<file path="src/rtl/drive_command_safety_interlock_top_assert.svh">
// ----------------------------------------------------------------------------
// Drive command safety interlock assertion macros
// Shared forms for the concurrent checks in the interlock RTL.
// ----------------------------------------------------------------------------
`ifndef DRIVE_COMMAND_SAFETY_INTERLOCK_TOP_ASSERT_SVH
`define DRIVE_COMMAND_SAFETY_INTERLOCK_TOP_ASSERT_SVH

// Same-cycle implication, disabled while reset is asserted.
`define DCSI_ASSERT_NOW(lbl, clk, rstn, ante, cons) \
    lbl: assert property (@(posedge clk) disable iff (!(rstn)) (ante) |-> (cons)) \
        else $error("dcsi: same-cycle check failed");

// Next-cycle implication, disabled while reset is asserted.
`define DCSI_ASSERT_NEXT(lbl, clk, rstn, ante, cons) \
    lbl: assert property (@(posedge clk) disable iff (!(rstn)) (ante) |=> (cons)) \
        else $error("dcsi: next-cycle check failed");

`endif

</file>
<file path="src/rtl/dcsi_pkg.sv">
// ----------------------------------------------------------------------------
// Drive command safety interlock package
// Types, codes and reset values shared by the interlock modules.
// ----------------------------------------------------------------------------
`default_nettype none

package dcsi_pkg;

    localparam int unsigned NUM_SRC = 4;
    localparam logic [7:0]  MISS_MAX = 8'hFF;
    localparam logic [6:0]  PCT_MAX  = 7'd100;

    // Source slots of the miss counters.
    localparam int unsigned SRC_PEDAL = 0;
    localparam int unsigned SRC_BRAKE = 1;
    localparam int unsigned SRC_GEAR  = 2;
    localparam int unsigned SRC_MODE  = 3;

    // Gear codes.
    localparam logic [1:0] GEAR_PARK    = 2'd0;
    localparam logic [1:0] GEAR_REVERSE = 2'd1;
    localparam logic [1:0] GEAR_NEUTRAL = 2'd2;
    localparam logic [1:0] GEAR_DRIVE   = 2'd3;

    // Configuration register indexes.
    localparam logic [1:0] REG_BRAKE_CAP = 2'd0;
    localparam logic [1:0] REG_TIMEOUT   = 2'd1;
    localparam logic [1:0] REG_FALLBACK  = 2'd2;

    localparam logic [6:0] BRAKE_CAP_RST = 7'd10;
    localparam logic [7:0] TIMEOUT_RST   = 8'd10;
    localparam logic [1:0] FALLBACK_RST  = 2'd0;

    typedef struct packed {
        logic [6:0] brake_throttle_cap;
        logic [7:0] timeout_ticks;
        logic [1:0] fallback_mode;
    } cfg_t;

    typedef struct packed {
        logic       pedal_fresh;
        logic [7:0] pedal_percent;
        logic       brake_fresh;
        logic       brake_pressed;
        logic       gear_fresh;
        logic [2:0] gear_request;
        logic       mode_fresh;
        logic [1:0] mode_request;
    } tick_t;

    typedef struct packed {
        logic [6:0] safe_throttle;
        logic       brake_active;
        logic [1:0] safe_gear;
        logic [1:0] drive_mode;
    } result_t;

endpackage

`default_nettype wire

</file>
<file path="src/rtl/dcsi_cfg.sv">
// ----------------------------------------------------------------------------
// Drive command safety interlock configuration registers
// Holds the brake cap, timeout and fallback mode written over the config port.
// ----------------------------------------------------------------------------
`default_nettype none

module dcsi_cfg
    import dcsi_pkg::*;
(
    input  wire logic       aclk,
    input  wire logic       aresetn,
    input  wire logic       cfg_valid,
    output logic            cfg_ready,
    input  wire logic [1:0] cfg_index,
    input  wire logic [7:0] cfg_data,
    output cfg_t            cfg
);

    cfg_t cfg_reg;
    cfg_t cfg_next;

    assign cfg_ready = 1'b1;
    assign cfg       = cfg_reg;

    always_comb begin
        cfg_next = cfg_reg;
        if (cfg_valid) begin
            unique case (cfg_index)
                REG_BRAKE_CAP: cfg_next.brake_throttle_cap = cfg_data[6:0];
                REG_TIMEOUT:   cfg_next.timeout_ticks      = cfg_data;
                REG_FALLBACK:  cfg_next.fallback_mode      = cfg_data[1:0];
                default:       cfg_next = cfg_reg;
            endcase
        end
    end

    always_ff @(posedge aclk) begin
        if (!aresetn) begin
            cfg_reg.brake_throttle_cap <= BRAKE_CAP_RST;
            cfg_reg.timeout_ticks      <= TIMEOUT_RST;
            cfg_reg.fallback_mode      <= FALLBACK_RST;
        end else begin
            cfg_reg <= cfg_next;
        end
    end

endmodule

`default_nettype wire

</file>
<file path="src/rtl/dcsi_core.sv">
// ----------------------------------------------------------------------------
// Drive command safety interlock core
// Miss counters, held source values and the fallback, cap and gear logic.
// ----------------------------------------------------------------------------
`default_nettype none

module dcsi_core
    import dcsi_pkg::*;
(
    input  wire logic  aclk,
    input  wire logic  aresetn,
    input  wire logic  advance,
    input  wire tick_t tick,
    input  wire cfg_t  cfg,
    output result_t    result
);

`include "drive_command_safety_interlock_top_assert.svh"

    logic [7:0] miss_cnt_reg  [NUM_SRC];
    logic [7:0] miss_cnt_next [NUM_SRC];
    result_t    held_reg;

    logic [NUM_SRC-1:0] fresh;
    logic [NUM_SRC-1:0] timed_out;
    logic [6:0]         pedal_clamped;
    logic [6:0]         thr;
    logic               rb;
    logic [1:0]         rg;
    logic [1:0]         rm;
    logic               from_park;
    logic               from_rd;
    logic               to_rd;
    logic               needs_brake;
    logic               park_exit;
    logic               pedal_cnt_zero;

    assign fresh[SRC_PEDAL] = tick.pedal_fresh;
    assign fresh[SRC_BRAKE] = tick.brake_fresh;
    assign fresh[SRC_GEAR]  = tick.gear_fresh;
    assign fresh[SRC_MODE]  = tick.mode_fresh;

    always_comb begin
        for (int i = 0; i < NUM_SRC; i++) begin
            if (fresh[i]) begin
                miss_cnt_next[i] = 8'd0;
            end else if (miss_cnt_reg[i] != MISS_MAX) begin
                miss_cnt_next[i] = miss_cnt_reg[i] + 8'd1;
            end else begin
                miss_cnt_next[i] = miss_cnt_reg[i];
            end
            timed_out[i] = (miss_cnt_next[i] >= cfg.timeout_ticks);
        end
    end

    assign pedal_clamped = (tick.pedal_percent > {1'b0, PCT_MAX}) ?
                           PCT_MAX : tick.pedal_percent[6:0];

    always_comb begin
        rb = timed_out[SRC_BRAKE] ? 1'b0 :
             (tick.brake_fresh ? tick.brake_pressed : held_reg.brake_active);

        if (timed_out[SRC_PEDAL]) begin
            thr = 7'd0;
        end else if (tick.pedal_fresh) begin
            thr = pedal_clamped;
        end else begin
            thr = held_reg.safe_throttle;
        end
        if (rb && (thr > cfg.brake_throttle_cap)) begin
            thr = cfg.brake_throttle_cap;
        end

        // Codes 4 to 7 are not gears, so the held gear stands as the request.
        if (timed_out[SRC_GEAR]) begin
            rg = GEAR_PARK;
        end else if (tick.gear_fresh && !tick.gear_request[2]) begin
            rg = tick.gear_request[1:0];
        end else begin
            rg = held_reg.safe_gear;
        end

        rm = timed_out[SRC_MODE] ? cfg.fallback_mode :
             (tick.mode_fresh ? tick.mode_request : held_reg.drive_mode);
    end

    assign from_park   = (held_reg.safe_gear == GEAR_PARK);
    assign from_rd     = (held_reg.safe_gear == GEAR_REVERSE) ||
                         (held_reg.safe_gear == GEAR_DRIVE);
    assign to_rd       = (rg == GEAR_REVERSE) || (rg == GEAR_DRIVE);
    assign needs_brake = (from_park && to_rd) || (from_rd && (rg == GEAR_PARK));

    always_comb begin
        result.safe_throttle = thr;
        result.brake_active  = rb;
        result.safe_gear     = (needs_brake && !rb) ? held_reg.safe_gear : rg;
        result.drive_mode    = rm;
    end

    always_ff @(posedge aclk) begin
        if (!aresetn) begin
            held_reg.safe_throttle <= 7'd0;
            held_reg.brake_active  <= 1'b0;
            held_reg.safe_gear     <= GEAR_PARK;
            held_reg.drive_mode    <= 2'd0;
            for (int i = 0; i < NUM_SRC; i++) begin
                miss_cnt_reg[i] <= 8'd0;
            end
        end else if (advance) begin
            held_reg <= result;
            for (int i = 0; i < NUM_SRC; i++) begin
                miss_cnt_reg[i] <= miss_cnt_next[i];
            end
        end
    end

    assign park_exit      = from_park && ((result.safe_gear == GEAR_REVERSE) ||
                                          (result.safe_gear == GEAR_DRIVE));
    assign pedal_cnt_zero = (miss_cnt_reg[SRC_PEDAL] == 8'd0);

    `DCSI_ASSERT_NOW(a_thr_range, aclk, aresetn, advance, result.safe_throttle <= PCT_MAX)
    `DCSI_ASSERT_NOW(a_brake_cap, aclk, aresetn, advance && rb, thr <= cfg.brake_throttle_cap)
    `DCSI_ASSERT_NOW(a_park_exit, aclk, aresetn, advance && park_exit, result.brake_active)
    `DCSI_ASSERT_NEXT(a_pedal_cnt_clr, aclk, aresetn, advance && fresh[SRC_PEDAL], pedal_cnt_zero)

endmodule

`default_nettype wire

</file>
<file path="src/rtl/drive_command_safety_interlock_top.sv">
// ----------------------------------------------------------------------------
// Drive command safety interlock, top level
// One control tick in, one checked drive command out.
// ----------------------------------------------------------------------------
// Usage: each request on the s_ channel is one control tick with four sources
// (pedal, brake, gear, mode), their fresh flags in s_tuser. Each tick gives
// exactly one command on the m_ channel. The cfg_ channel writes the brake
// throttle cap (index 0), the source timeout (index 1) and the fallback mode
// (index 2); it is always ready, and the user must write it only while no tick
// is in flight; the block itself does not enforce this. The input register
// takes the tick at the accepting edge and the resolve logic loads the output
// register, which drives m_tvalid, once that register is free or draining.
// Throughput is one tick per cycle while m_tready stays high; the held values
// and miss counters update with each tick that moves on.
// A stalled m_tready holds the pending command; the input register still
// takes one tick, after which s_tready drops until the output drains.
// Synchronous active-low reset clears both valid flags, the miss counters and
// held values (Park, zero throttle, brake off, mode 0) and restores the
// configuration defaults.
// ----------------------------------------------------------------------------
`default_nettype none

module drive_command_safety_interlock_top
    import dcsi_pkg::*;
(
    input  wire logic        aclk,
    input  wire logic        aresetn,
    input  wire logic        s_tvalid,
    output logic             s_tready,
    // [7:0] pedal_percent, [8] brake_pressed, [11:9] gear_request,
    // [13:12] mode_request, [15:14] zero
    input  wire logic [15:0] s_tdata,
    // [0] pedal_fresh, [1] brake_fresh, [2] gear_fresh, [3] mode_fresh
    input  wire logic [3:0]  s_tuser,
    output logic             m_tvalid,
    input  wire logic        m_tready,
    // [6:0] safe_throttle, [7] brake_active, [9:8] safe_gear,
    // [11:10] drive_mode, [15:12] zero
    output logic [15:0]      m_tdata,
    input  wire logic        cfg_valid,
    output logic             cfg_ready,
    input  wire logic [1:0]  cfg_index,
    input  wire logic [7:0]  cfg_data
);

`include "drive_command_safety_interlock_top_assert.svh"

    cfg_t    cfg;
    tick_t   in_reg;
    logic    in_valid_reg;
    result_t result;
    result_t out_reg;
    logic    out_valid_reg;
    logic    advance;

    // The staged tick moves on whenever the output register is free or draining.
    assign advance  = in_valid_reg && (!out_valid_reg || m_tready);
    assign s_tready = !in_valid_reg || advance;

    dcsi_cfg u_cfg (
        .aclk      (aclk),
        .aresetn   (aresetn),
        .cfg_valid (cfg_valid),
        .cfg_ready (cfg_ready),
        .cfg_index (cfg_index),
        .cfg_data  (cfg_data),
        .cfg       (cfg)
    );

    dcsi_core u_core (
        .aclk    (aclk),
        .aresetn (aresetn),
        .advance (advance),
        .tick    (in_reg),
        .cfg     (cfg),
        .result  (result)
    );

    always_ff @(posedge aclk) begin
        if (!aresetn) begin
            in_valid_reg <= 1'b0;
        end else if (s_tready) begin
            in_valid_reg <= s_tvalid;
        end
    end

    always_ff @(posedge aclk) begin
        if (s_tvalid && s_tready) begin
            in_reg.pedal_fresh   <= s_tuser[0];
            in_reg.pedal_percent <= s_tdata[7:0];
            in_reg.brake_fresh   <= s_tuser[1];
            in_reg.brake_pressed <= s_tdata[8];
            in_reg.gear_fresh    <= s_tuser[2];
            in_reg.gear_request  <= s_tdata[11:9];
            in_reg.mode_fresh    <= s_tuser[3];
            in_reg.mode_request  <= s_tdata[13:12];
        end
    end

    always_ff @(posedge aclk) begin
        if (!aresetn) begin
            out_valid_reg <= 1'b0;
        end else if (advance) begin
            out_valid_reg <= 1'b1;
        end else if (m_tready) begin
            out_valid_reg <= 1'b0;
        end
    end

    always_ff @(posedge aclk) begin
        if (advance) begin
            out_reg <= result;
        end
    end

    assign m_tvalid = out_valid_reg;
    assign m_tdata  = {4'd0, out_reg.drive_mode, out_reg.safe_gear,
                       out_reg.brake_active, out_reg.safe_throttle};

    `DCSI_ASSERT_NEXT(a_adv_to_out, aclk, aresetn, advance, out_valid_reg)
    `DCSI_ASSERT_NOW(a_no_overrun, aclk, aresetn, out_valid_reg && !m_tready, !advance)
    `DCSI_ASSERT_NEXT(a_stall_holds, aclk, aresetn, in_valid_reg && !s_tready, in_valid_reg)

endmodule

`default_nettype wire

</file>
<file path="config.mk">
export PLATFORM = sky130hd
export DESIGN_NAME = drive_command_safety_interlock_top
export DESIGN_NICKNAME = d
export VERILOG_FILES = /design/src/rtl/dcsi_pkg.sv /design/src/rtl/dcsi_cfg.sv /design/src/rtl/dcsi_core.sv /design/src/rtl/drive_command_safety_interlock_top.sv
export VERILOG_INCLUDE_DIRS = /design/src /design/src/rtl
export SDC_FILE = /design/constraint.sdc
export NUM_CORES = 1
export LEC_CHECK = 0
export BUFFER_PORTS_ARGS = -buffer_cell sky130_fd_sc_hd__buf_2
export CELL_PAD_IN_SITES_DETAIL_PLACEMENT = 2
export CELL_PAD_IN_SITES_GLOBAL_PLACEMENT = 2
export CORE_ASPECT_RATIO = 0.5
export CORE_MARGIN = 2
export CORE_UTILIZATION = 39
export DETAILED_ROUTE_END_ITERATION = 16
export PLACE_DENSITY = 0.86
export REMOVE_ABC_BUFFERS = 1
export SLEW_MARGIN = 5
export SYNTH_ARGS = -nofsm -noshare
export SYNTH_HDL_FRONTEND = slang
export SYNTH_HIERARCHICAL = 1
export SYNTH_SLANG_ARGS = --single-unit
export TNS_END_PERCENT = 1
</file>
<file path="constraint.sdc">
create_clock -name aclk -period 4.5 [get_ports aclk]
set_input_delay 0.675 -clock aclk [delete_from_list [all_inputs] [get_ports aclk]]
set_output_delay 0.675 -clock aclk [all_outputs]
set_load 0.01 [all_outputs]
</file>
# [Word-level counts from Yosys, hierarchy flattened]
# Memory sizes are Yosys's and may differ from the RTL's.
# Cells that the tools add are included.
[word_totals] regBits=61 latchBits=0 ramBits=32 rom_bits=0 in_bits=35 output_inout_bits=19 elab_cells=98 mem_count=1
[memory_table] memory="u_core.miss_cnt_reg" depth=4 width=8 read_ports=4 rd_clocked_by_memory_dff=0 write_ports=4 line="dcsi_core.sv:20" rtl="logic [7:0] miss_cnt_reg [NUM_SRC];"
[classes] addsub=4 n_mul=0 div_mod_pow=0 n_lt_le_gt_ge=6 eq_ne=10 n_shift=0 n_mux=29 bitwise=4 n_reduce_logical=23
[ops] cell="$mux W8" n=12
[ops] cell="$add A8 B1 Y8 const B" n=4
[ops] cell="$ge A8 B8 Y1" n=4
[ops] cell="$ne A8 B8 Y1 const B" n=4
[ops] cell="$mux W7" n=4
[ops] cell="$mux W2" n=5
[ops] cell="$gt A8 B7 Y1 const B" n=1
[ops] cell="$mux W1" n=8
[ops] cell="$gt A7 B7 Y1" n=1
[ops] cell="$logic_and A1 B1 Y1" n=7
[ops] cell="$eq A2 B1 Y1 const B" n=3
[ops] cell="$eq A2 B2 Y1 const B" n=3
[ops] cell="$logic_not A2 Y1" n=3
[ops] cell="$reduce_and A2 Y1" n=3
[ops] cell="$logic_or A1 B1 Y1" n=5
[ops] cell="$logic_not A1 Y1" n=4
[ops] cell="$or A1 B1 Y1" n=4
[ops] cell="$reduce_bool A2 Y1" n=1

# [Longest topological paths before layout]
# An unclocked memory read counts as a cell.
[depth] ltp_word=12 depth_mapped=19 ltp_nobuf=19

# [Cells and area by module]
# The synthesis kept the hierarchy.
[modules_own_cells] module="dcsi_core" instances=1 cells_per_inst=397 area_each_um2=3594.7 seq_area_each_um2=1201.2
[modules_own_cells] module="drive_command_safety_interlock_top" instances=1 cells_per_inst=44 area_each_um2=1038.5 seq_area_each_um2=940.9
[modules_own_cells] module="dcsi_cfg" instances=1 cells_per_inst=70 area_each_um2=690.7 seq_area_each_um2=340.3

# [Worst setup path before layout]
# No wires, ideal clock.
[synth_timing] path_kind="reg2reg" start="memory u_core.miss_cnt_reg[0][0]" end="register u_core/held_reg[6] (netlist name)" setup_time_ns=0.115 arrival_time_ns=3.921 required_ns=4.385 setup_slack_ns=0.463 path_stages_with_launch=19 path_buffers=0 period_less_slack_ns=4.037 path_cell_list="edfxtp_1 ha_1 and3_1 nand3_1 xnor2_1 or2_2 ha_1 nand2b_1 a211oi_1 o21ai_1 and2_1 or2_2 ha_1 nand3b_1 a21oi_1 o21bai_1 a21oi_4 mux2_4 o21ba_2"
[synth_lines] item="from (decl)" line="dcsi_core.sv:20"
[synth_lines] item="to (signal assigned)" line="dcsi_core.sv:110" rtl="held_reg <= result;"
[synth_lines] item="to (decl)" line="dcsi_core.sv:22" rtl="result_t held_reg;"

==> reports/results.ini <==
[critical_path]
worstSetupPathType=reg2reg
max_stage_delay_ns=0.43
cp_top_family=compound AO/OA/AOI/OAI gates
timing.rr.start=u_core/miss_cnt_reg[0][0]
cpMostUsedCell=ha_1
startpoint=u_core/miss_cnt_reg[0][0]
required_ns=4.77
worstPathArrival_ns=4.70
critPathBufInv=1
cp-start-kind=register
crit_path_top_delay_cell=edfxtp_1
path_cells=ha_1 -> and3_2 -> nand3_4 -> nand4_1 -> xor2_1 -> nor2_1 -> ha_1 -> a211o_1 -> a21oi_2 -> o21ai_4 -> a21oi_1 -> ha_1 -> a211oi_1 -> o21bai_1 -> o21bai_2 -> a21oi_4 -> buf_12 -> or3_1 -> a31oi_1
cp-end-kind=register
crit_fanout=8

[detailed_routing]
drt-initial-drc-count=252
drc=0
ant_nets=0
first_pass_iters=4
wl_per_cell_um=25.87
via_per_inst=5.929
vias=4429
wirelength_um=19330

[timing]
max_slew_margin_pct=14.70
maxSlewViolCount=0
hold_violations=0
post-route-period-util_pct=98.29
fin_ws_ns=0.07709
fin_skew_ns=0.01319
hold_slack_ns=0.4657
final-setup-viol-count=0
min_period_ns=4.423
fmax_mhz=226.1
worst_pin_slew_ns=1.276

[global_route]
grt_pass1_vias=4822
grt_usage_pct=24.76
grt_max_degree=35
antenna_found_initial=0
busiest_layer=met2
use_met3_pct=4.384
use_met2_pct=44.86
grt_pass1_wl_um=27080
use_met1_pct=28.74
grt_overflow=0

[cells_and_area]
area_growth_pct=15.91
num_antenna_cells=0
final_cell_mix=edfxtp_1, nor2_1, buf_2, ha_1, nand2_1
layout-drive-gt1-share_pct=19.61
final_common_cell=edfxtp_1
largest_register_ffs=32
nets=644
stdcell_count=747

[die]
num_rows=30
initial_utilization_pct=39.62
chipWidth_um=169.2
ioPinCount=54
die_h_um=86.62
core_um2=13440
dieArea_um2=14660

[synthesis]
yosysWarnings=6
synth_top_area_share_pct=34.97
synth_enable_flop_cells=62
syn_area_um2=5324
ys_top_cells_by_area=edfxtp_1, dfxtp_1, ha_1
syn_avg_cell_area_um2=10.42
syn-instance-count=511
synthArstFlopShare_pct=0
yosysTopAreaCell=edfxtp_1
synth_ff_type=edfxtp_1
synth.distinct_cells=62
ys_seq_area_share_pct=46.63
ys_ff_latch=93

[hold_path]
min-delay-start=u_core/held_reg[8]
hp-class=reg2reg

[run_status]
status=finished, final reports clean

[pwr]
vdd_ir_drop_max_uv=181.1
power.leakage_nw=2.572
powerDensity_nw_per_um2=342.7
power.total_mw=2.115

[clock_network]
h-tree-depth=3
cts_tree=built
clkSinkCount=93
clock_latency_ns=0.36
cts_buffers=9
root_buffer=clkbuf_16
path_clk_slew_ns=0.07
cts_buffer_depth=2

[placement]
portBuffers=46
dp_slack_ns=-0.2042
gp_congestion=0.7844
place_hpwl_um=11870
dp_cells=725

[job]
cap_violations=0

==> where the power goes <==
part           internal (mW)  leakage (nW)  switching [mW]  total (mW)
sequential             0.962         0.886          0.0462        1.01
combinational          0.127          1.54           0.202       0.330
clock                  0.412         0.144           0.364       0.777
==> tightest hold or removal path, stage by stage, from the launching register on <==
cell	delay [ns]
dfxtp_1	0.31
nand2_1	0.05
o21ai_1	0.06
==> cells by family after synthesis <==
group                      share of synthesized area (%)
DFF                                                46.63
and+or+nand+nor                                    19.58
muxes                                              6.863
other                                             0.1411
adders and majority gates                          10.11
xor gates and xnor gates                           2.303
buffers and inverters                              3.807
AOI/OAI and AO/OA                                  10.58
==> what timing repair did <==
item	4_1_cts	5_1_grt
hold endpoints to repair	0	0
gates resized for setup	5	10
hold buffers	0	0
setup buffers	0	6
setup endpoints to repair	14	14
pin swaps	0	3
==> final timing paths <==
check,to,slack [ns],cells after the start
worst min register to register,u_core/held_reg[8],0.47,2
worst max register to register,u_core/held_reg[5],0.08,19
worst max-delay path,u_core/held_reg[5],0.08,19
worst min-delay path,u_core/held_reg[8],0.47,2
==> through the flow <==
| stage | cell area, um^2 | TNS [ns] | util [%] |
|---|---|---|---|
| 5_1_grt | 6171 | -0.9514 | 45.92 |
| 3_3_place_gp | 5751 | 0 | 42.79 |
| 2_1_floorplan | 5226 | 0 | - |
| 3_5_place_dp | 5751 | -2.050 | 42.79 |
| 6_report | 6171 | 0 | 45.92 |
| 4_1_cts | 6066 | 0 | 45.14 |
==> cells in the mapped netlist (10+ instances only) <==
library cell / n
nor2b_1: 14
nor3_1: 17
nand4_1: 10
nand2b_1: 10
xor2_1: 12
edfxtp_1: 62
inv_1: 25
a21oi_1: 15
dfxtp_1: 31
nand2_1: 37
mux2i_1: 29
o21ai_0: 13
ha_1: 43
nor2_1: 48
nand3_1: 14
==> routing by layer <==
layer | share of wire [%] | wire length, um | up-vias
li1 | - | - | 1973
met1 | 40 | 7794 | 2225
met2 | 50 | 9704 | 168
met3 | 5.1 | 993 | 63
met4 | 4.3 | 836 | 0
met5 | 0 | 0 | -
==> final cells by class <==
type / instances / area (um^2)
clock buffers: 10 / 250.2
clock inverters: 6 / 43.79
fillers: 1392 / 7267
inverters: 25 / 93.84
multi-input cells: 376 / 2725
flip-flops and latches: 93 / 2482
well taps: 176 / 220.2
repair buffers: 61 / 355.3
No activity file was read; power rests on OpenSTA's default activity.
